==> src/rtl/hse_pkg.sv <==
// Package for the Huffman stream encoder: request kinds, widths and the
// hand-off structure between the encoder core and its byte packer.
// No dependencies.
`default_nettype none

package hse_pkg;

   localparam int MAX_CODE_LEN  = 64;
   localparam int ALPHABET_SIZE = 256;
   localparam int BYTE_BITS     = 8;

   localparam int SYM_W    = $clog2(ALPHABET_SIZE);
   localparam int LEN_W    = 7;
   localparam int CNT_W    = 3;
   localparam int PEND_W   = BYTE_BITS - 1;
   localparam int WIN_W    = MAX_CODE_LEN + BYTE_BITS;
   localparam int NBYTE_W  = 4;
   localparam int REQ_DATA_W = 80;
   localparam int ENTRY_W  = LEN_W + MAX_CODE_LEN;

   typedef enum logic [1:0] {
      KIND_LOAD   = 2'd0,
      KIND_ENCODE = 2'd1,
      KIND_FLUSH  = 2'd2
   } hse_kind_type;

   // Left-aligned bit window plus the number of whole bytes in it.
   typedef struct packed {
      logic [WIN_W-1:0]   window;
      logic [NBYTE_W-1:0] count;
   } hse_pack_type;

endpackage

`default_nettype wire

==> src/rtl/hse_byte_packer.sv <==
// Byte packer: holds a left-aligned window and sends its whole bytes on
// rsp_, one per cycle while rsp_tready is high. Depends on hse_pkg.
`default_nettype none

module hse_byte_packer (
   input  wire logic                 clock,
   input  wire logic                 reset,
   input  wire logic                 load,
   input  wire hse_pkg::hse_pack_type pack,
   output logic                      free,
   output logic                      rsp_tvalid,
   input  wire logic                 rsp_tready,
   output logic [7:0]                rsp_tdata,   // [7:0] out_byte
   output logic                      rsp_tlast    // last
);
   import hse_pkg::*;

   logic [WIN_W-1:0]   window_ff, window_in;
   logic [NBYTE_W-1:0] count_ff, count_in;
   logic               take;

   assign rsp_tvalid = (count_ff != '0);
   assign rsp_tdata  = window_ff[WIN_W-1 -: BYTE_BITS];
   assign rsp_tlast  = (count_ff == NBYTE_W'(1));
   assign take       = rsp_tvalid && rsp_tready;
   assign free       = (count_ff == '0) || (rsp_tlast && rsp_tready);

   always_comb begin
      window_in = window_ff;
      count_in  = count_ff;
      if (load) begin
         window_in = pack.window;
         count_in  = pack.count;
      end else if (take) begin
         window_in = window_ff << BYTE_BITS;
         count_in  = count_ff - NBYTE_W'(1);
      end
   end

   always_ff @(posedge clock) begin
      window_ff <= window_in;
      if (reset) begin
         count_ff <= '0;
      end else begin
         count_ff <= count_in;
      end
   end

   a_count_range: assert property (@(posedge clock) disable iff (reset)
      count_ff <= NBYTE_W'(MAX_CODE_LEN / BYTE_BITS + 1))
      else $error("byte count out of range");

   a_drain_ends: assert property (@(posedge clock) disable iff (reset)
      (take && rsp_tlast && !load) |=> !rsp_tvalid)
      else $error("response valid after last byte");

   a_stall_holds: assert property (@(posedge clock) disable iff (reset)
      (rsp_tvalid && !rsp_tready && !load) |=> $stable(window_ff) && $stable(count_ff))
      else $error("window changed during stall");

endmodule

`default_nettype wire

==> config.mk <==
export PLATFORM = sky130hd
export DESIGN_NAME = hse_byte_packer
export DESIGN_NICKNAME = d
export VERILOG_FILES = /design/src/rtl/hse_pkg.sv /design/src/rtl/hse_byte_packer.sv
export SDC_FILE = /design/constraint.sdc
export NUM_CORES = 1
export LEC_CHECK = 0
export BUFFER_PORTS_ARGS = -buffer_cell sky130_fd_sc_hd__buf_2
export CORE_ASPECT_RATIO = 1.25
export CORE_MARGIN = 2
export CORE_UTILIZATION = 52
export CTS_CLUSTER_DIAMETER = 60
export DETAILED_ROUTE_END_ITERATION = 16
export GPL_TIMING_DRIVEN = 1
export PLACE_DENSITY = 0.83
export SLEW_MARGIN = 10
export SYNTH_ARGS = -nofsm -noshare
export SYNTH_HDL_FRONTEND = slang
export SYNTH_SLANG_ARGS = --single-unit
==> constraint.sdc <==
create_clock -name clock -period 3.75 [get_ports clock]
set_clock_uncertainty 0.15 [all_clocks]
set_input_delay 0.1875 -clock clock [delete_from_list [all_inputs] [get_ports clock]]
set_output_delay 0.1875 -clock clock [all_outputs]
set_load 0.1 [all_outputs]
==> qor.yml, run 1 <==
status: "finished clean"
clock-sinks: 76
fmax_ghz: 0.397
area_growth_pct: 41.3
vdd_drop_max_v: 0.000304
drive_gt1_frac: 0.490
cts_tree: "yes"
grt_usage: 0.195
maxSlewViolCount: 0
synth_area_um2: 3340
synth_top_area_share: 0.647
final_hold_viol_count: 0
initial_core_util: 0.539
synth_most_common_cell: "edfxtp_1"
drc: 0
grt_pass1_vias: 2232
cts_buffers: 9
yosysWarnings: 0
pre_cts_ws_ns: 1.29
grt_max_degree: 77
initialDrtViolationCount: 128
synth_top_family_by_area: "multiplexers"
crit_path_max_fanout: 7
arrival_ns: 2.18
root_buffer: "clkbuf_8"
clk_pin_slew_worst_paths_ns: 0.07
synth_compound_area_frac: 0.0266
synth_mux_area_frac: 0.219
fin_crit_sh: 0.672
setup_viol_count_final: 0
routed_wl_um: 6530
ctsResizeCount: 0
fin_ws_ns: 1.23
worstSetupEndpointType: "output pin"
worstHoldStart: "pack[52]"
rr_endpoint: "window_ff[23]"
nNetsFinal: 430
ys_types: 28
min_period_ns: 2.52
hpwl_um: 3260
crit_path_start_kind: "register"
routedWlPerCell_um: 14.9
crit_required_ns: 3.41
yosys.area_share.xor_xnor: 0
power.density_nw_per_um2: 461
core_um2: 6210
antenna_left: 0
die_y_um: 93.6
final.setup.tns_ns: 0
synth_area_per_cell_um2: 17.1
synthFlopType: "edfxtp_1"
clk_latency_ns: 0.34
hp-class: "in -> reg"
htreeDepth: 3
grt_pass1_wl_um: 10100
fin_cells: 438
dr_total_vias: 2149
synthSimpleGateAreaFrac: 0.0378
worst-setup-path-type: "reg -> out"
synth_edf_count: 72
synth_area_leaders: "edfxtp_1 65%, mux2_2 22%, dfxtp_1 2.4%"
crit_start: "count_ff[1]"
io_pins: 91
placedCellCount: 353
cap_violations: 0
fp.dieW_um: 75.7
leakage_nw: 1.89
synthAdderAreaFrac: 0.00749
netlist_instances: 196
yosys.area.top_type: "edfxtp_1"
synth_commonest_cells: "72 x edfxtp_1, 64 x mux2_2, 8 x and2_1, 8 x buf_2, 8 x buf_4"
first_pass_iters: 4
dieArea_um2: 7090
io_buffers: 90
synth_seq_cells: 76
via_per_inst: 4.91
antenna_found_initial: 0
placement_rows: 32
seq_area_frac_synth: 0.671
place.gp.congestion: 0.705
holdPathStages: 2
fill_cells: 382
reg2reg_depth: 5
relSlewSlack: 0.379
min_to: "window_ff[48]"
synth_fp_nets: 278
worstReg2RegStart: "count_ff[1]"
rsz0062_at_grt: "no"
globalRoute.totalOverflow: 0
tightest_slew_ns: 0.932
clockBufferDepth: 2
async_flop_share: 0
num_antenna_cells: 0
regToRegSetupSlack_ns: 1.26
layout make-up:
cell class / instances / area [um2] / share of cell area
sequential: 76 / 2240 / 0.475
clock buffer: 10 / 128 / 0.0270
tap: 85 / 106 / 0.0225
multi-input combinational: 98 / 983 / 0.208
clock inverter: 6 / 103 / 0.0217
timing repair buffer: 160 / 1150 / 0.244
inverter: 3 / 11.3 / 0.00238
power by group:
| group | total, mW | switching, mW | internal [mW] |
|---|---|---|---|
| combinational | 0.381 | 0.215 | 0.166 |
| sequential | 1.08 | 0.0252 | 1.05 |
| clock | 0.718 | 0.281 | 0.437 |
critical path, stage by stage (launching register included):
cell,delay (ns)
dfxtp_1,0.32
inv_1,0.14
ha_1,0.24
or3b_1,0.50
a21bo_2,0.24
buf_2,0.41
registers in the layout, indices dropped and copies added, names as in the netlist:
name	count
window_ff	72
count_ff	4
metrics by stage:
stage	cell area [um2]	power [mW]	hold slack, ns	utilization
after global placement	3800	1.40	0.302	0.613
after CTS	4700	2.18	0.000331	0.758
after global routing	4720	2.26	0.00740	0.761
after floorplan	3350	1.35	0.107	-
after detailed placement	3800	1.41	0.310	0.613
final	4720	2.18	0.00418	0.761
cell usage in the layout (no fill, tap or decap):
cell / instances
a2111oi_4: 1
a211oi_1: 1
a21bo_2: 1
a21boi_0: 1
a21o_1: 1
a21oi_1: 1
a311o_1: 1
a311oi_1: 1
and2_1: 8
and4b_2: 1
buf_2: 89
buf_4: 2
bufinv_16: 3
clkbuf_1: 1
clkbuf_8: 9
clkinv_1: 2
clkinv_2: 1
dfxtp_1: 4
dlygate4sd3_1: 69
edfxtp_1: 72
ha_1: 2
inv_1: 3
mux2_2: 64
mux2i_1: 1
nand2_1: 3
nand2_4: 1
nand3_1: 1
nor2_1: 4
nor3_1: 1
nor3b_2: 1
nor4b_1: 1
o21ai_0: 1
or3b_1: 1
layer usage:
metal  up-vias  GRT usage  part of all wire
met2        84      0.328              0.53
met5         -          0                 0
met4         0     0.0950             0.026
met3        15     0.0442             0.057
li1       1041          -                 -
met1      1009      0.231              0.39
repair_timing:
action / in CTS / in global routing
hold buffers: 67 / 2
endpoints found under the hold margin: 65 / 2
setup buffers: 0 / 0
cells by family after synthesis:
logic type / after synthesis
muxes: 65
AOI/OAI and AO/OA: 9
adders and majority gates: 2
DFF: 76
and+or+nand+nor: 22
buffers and inverters: 22
worst max-delay path by stage:
stage	endpoint	slack, ns	cells after the start
after floorplan	window_ff[0]	0.43	6
after global placement	window_ff[9]	1.37	5
after detailed placement	window_ff[9]	1.29	5
after CTS	free	1.24	5
after global routing	window_ff[3]	1.10	5
final	free	1.23	5
(Power assumes the default switching activity.)
==> run 2: changes to the inputs <==
--- a/config.mk
+++ b/config.mk
@@ -8,11 +8,11 @@
 export BUFFER_PORTS_ARGS = -buffer_cell sky130_fd_sc_hd__buf_2
 export CORE_ASPECT_RATIO = 1.25
 export CORE_MARGIN = 2
-export CORE_UTILIZATION = 52
+export CORE_UTILIZATION = 47
 export CTS_CLUSTER_DIAMETER = 60
 export DETAILED_ROUTE_END_ITERATION = 16
 export GPL_TIMING_DRIVEN = 1
-export PLACE_DENSITY = 0.83
+export PLACE_DENSITY = 0.8
 export SLEW_MARGIN = 10
 export SYNTH_ARGS = -nofsm -noshare
 export SYNTH_HDL_FRONTEND = slang
==> constraint.sdc (replaced) <==
create_clock -name clock -period 2.29 [get_ports clock]
set_clock_uncertainty 0.15 [all_clocks]
set_input_delay 0.1145 -clock clock [delete_from_list [all_inputs] [get_ports clock]]
set_output_delay 0.1145 -clock clock [all_outputs]
set_load 0.1 [all_outputs]
==> qor.yml, run 2 (synthesized netlist as in run 1, its figures left out) <==
routedWlPerCell_um: 14.5
layout_commonest_cell: "buf_2"
regToRegSetupSlack_ns: 0.30
clk_latency_ns: 0.34
hp-class: "in -> reg"
grt_max_degree: 47
antenna_found_initial: 0
fin_util: 0.702
crit_path_start_kind: "register"
hold_ws_ns: 0.0118
status: "finished clean"
fmax_ghz: 0.451
layout_common_cells: "88 x buf_2, 78 x dlygate4sd3_1, 72 x edfxtp_1"
cts_buffers: 9
nNetsFinal: 442
cap_violations: 0
stdcell_area_um2: 4870
power.density_nw_per_um2: 696
grt_pass1_wl_um: 10500
initial_core_util: 0.482
arrival_ns: 1.95
grt_usage: 0.178
vdd_drop_max_v: 0.000391
min_period_ns: 2.22
first_pass_iters: 4
leakage_nw: 1.94
hpwl_um: 3720
worstSetupEndpointType: "output pin"
num_antenna_cells: 0
worstHoldStart: "rsp_tready"
place.gp.congestion: 0.718
routed_wl_um: 6620
io_buffers: 90
setup_viol_count_final: 0
holdPathStages: 2
grt_pass1_vias: 2361
area_growth_pct: 45.5
maxSlewViolCount: 0
relSlewSlack: 0.676
via_per_inst: 4.80
post_cts_buffers: 0
die_y_um: 98.3
crit_required_ns: 2.03
dr_total_vias: 2182
root_buffer: "clkbuf_8"
final.setup.tns_ns: 0
drc: 0
fin_crit_sh: 0.969
cts_tree: "yes"
io_pins: 91
largest_register: "window_ff"
dieArea_um2: 7810
multi_input_comb_area_um2: 1000
rsz0062_at_grt: "no"
drive_gt1_frac: 0.482
rr_endpoint: "window_ff[31]"
placement_rows: 34
globalRoute.totalOverflow: 0
clk_pin_slew_worst_paths_ns: 0.07
final-seq-area_um2: 2240
core_um2: 6930
htreeDepth: 3
antenna_left: 0
fp.dieW_um: 79.4
initialDrtViolationCount: 73
min_to: "count_ff[1]"
placed_area_um2: 3890
reg2reg_depth: 6
crit_path_max_fanout: 6
worst-setup-path-type: "reg -> out"
clock-sinks: 76
largest_register_ffs: 72
largestRegisters: "window_ff (72), count_ff (4)"
tightest_slew_ns: 0.489
fill_cells: 440
clockBufferDepth: 2
final_hold_viol_count: 0
worstReg2RegStart: "count_ff[1]"
## run 2: cell types whose count changed in the layout (fill, tap and decap cells not counted)
cell,before,now
dlygate4sd3_1,69,78
ha_4,0,1
clkinv_1,2,4
buf_2,89,88
bufinv_16,3,1
nor3b_2,1,0
clkinvlp_4,0,1
nor3b_4,0,1
buf_12,0,4
ha_1,2,1
clkbuf_1,1,0
## run 2: where the power goes
group | internal (mW) | switching (mW) | leakage, nW
registers | 1.72 | 0.0413 | 0.762
logic | 0.313 | 0.363 | 1.09
clock network | 0.487 | 0.464 | 0.0892
total | 2.52 | 0.868 | 1.94
## run 2: critical path, cell delays in order (launching register included)
cell and delay (ns):
dfxtp_1 0.32, inv_1 0.18, ha_4 0.18, or3b_1 0.38, buf_4 0.18, a21bo_2 0.21, buf_12 0.17
## run 2: worst max-delay path by stage
stage                            from             to  slack (ns)  cells after the start
after floorplan           count_ff[1]           free       -0.02                      4
after global placement    count_ff[1]   window_ff[0]        0.36                      6
after detailed placement  count_ff[1]  window_ff[48]        0.29                      6
after CTS                 count_ff[1]           free       0.009                      6
after global routing      count_ff[1]           free        0.01                      6
final                     count_ff[1]           free        0.07                      6
## run 2: through the flow
| step | setup WS, ns | std cells | power, mW |
|---|---|---|---|
| 6_report | 0.0706 | 455 | 3.39 |
| 3_5_place_dp | 0.286 | 361 | 2.36 |
| 2_1_floorplan | -0.0163 | 196 | 2.21 |
| 4_1_cts | 0.00930 | 455 | 3.40 |
| 3_3_place_gp | 0.359 | 361 | 2.33 |
| 5_1_grt | 0.0125 | 455 | 3.52 |
## run 2: repair_timing
item | 4_1_cts | 5_1_grt
endpoints found under the hold margin | 76 | 0
endpoints found under the setup margin | 0 | 1
hold buffers | 78 | 0
resized for setup | 0 | 2
## run 2: metal layers
metal | GRT usage | vias to the layer above | share of wire | routed length [um]
met4 | 0.0862 | 0 | 0.028 | 187
met1 | 0.205 | 1019 | 0.43 | 2820
met5 | 0 | - | 0 | 0
li1 | - | 1065 | - | -
met2 | 0.306 | 80 | 0.50 | 3280
met3 | 0.0416 | 18 | 0.049 | 324
## run 2: area by class of cell
class | instances | area share
Timing Repair Buffer | 172 | 0.271
Tap cell | 90 | 0.0231
Inverter | 3 | 0.00231
Clock inverter | 7 | 0.0118
Clock buffer | 9 | 0.0255
Multi-Input combinational cell | 98 | 0.206
Sequential cell | 76 | 0.461
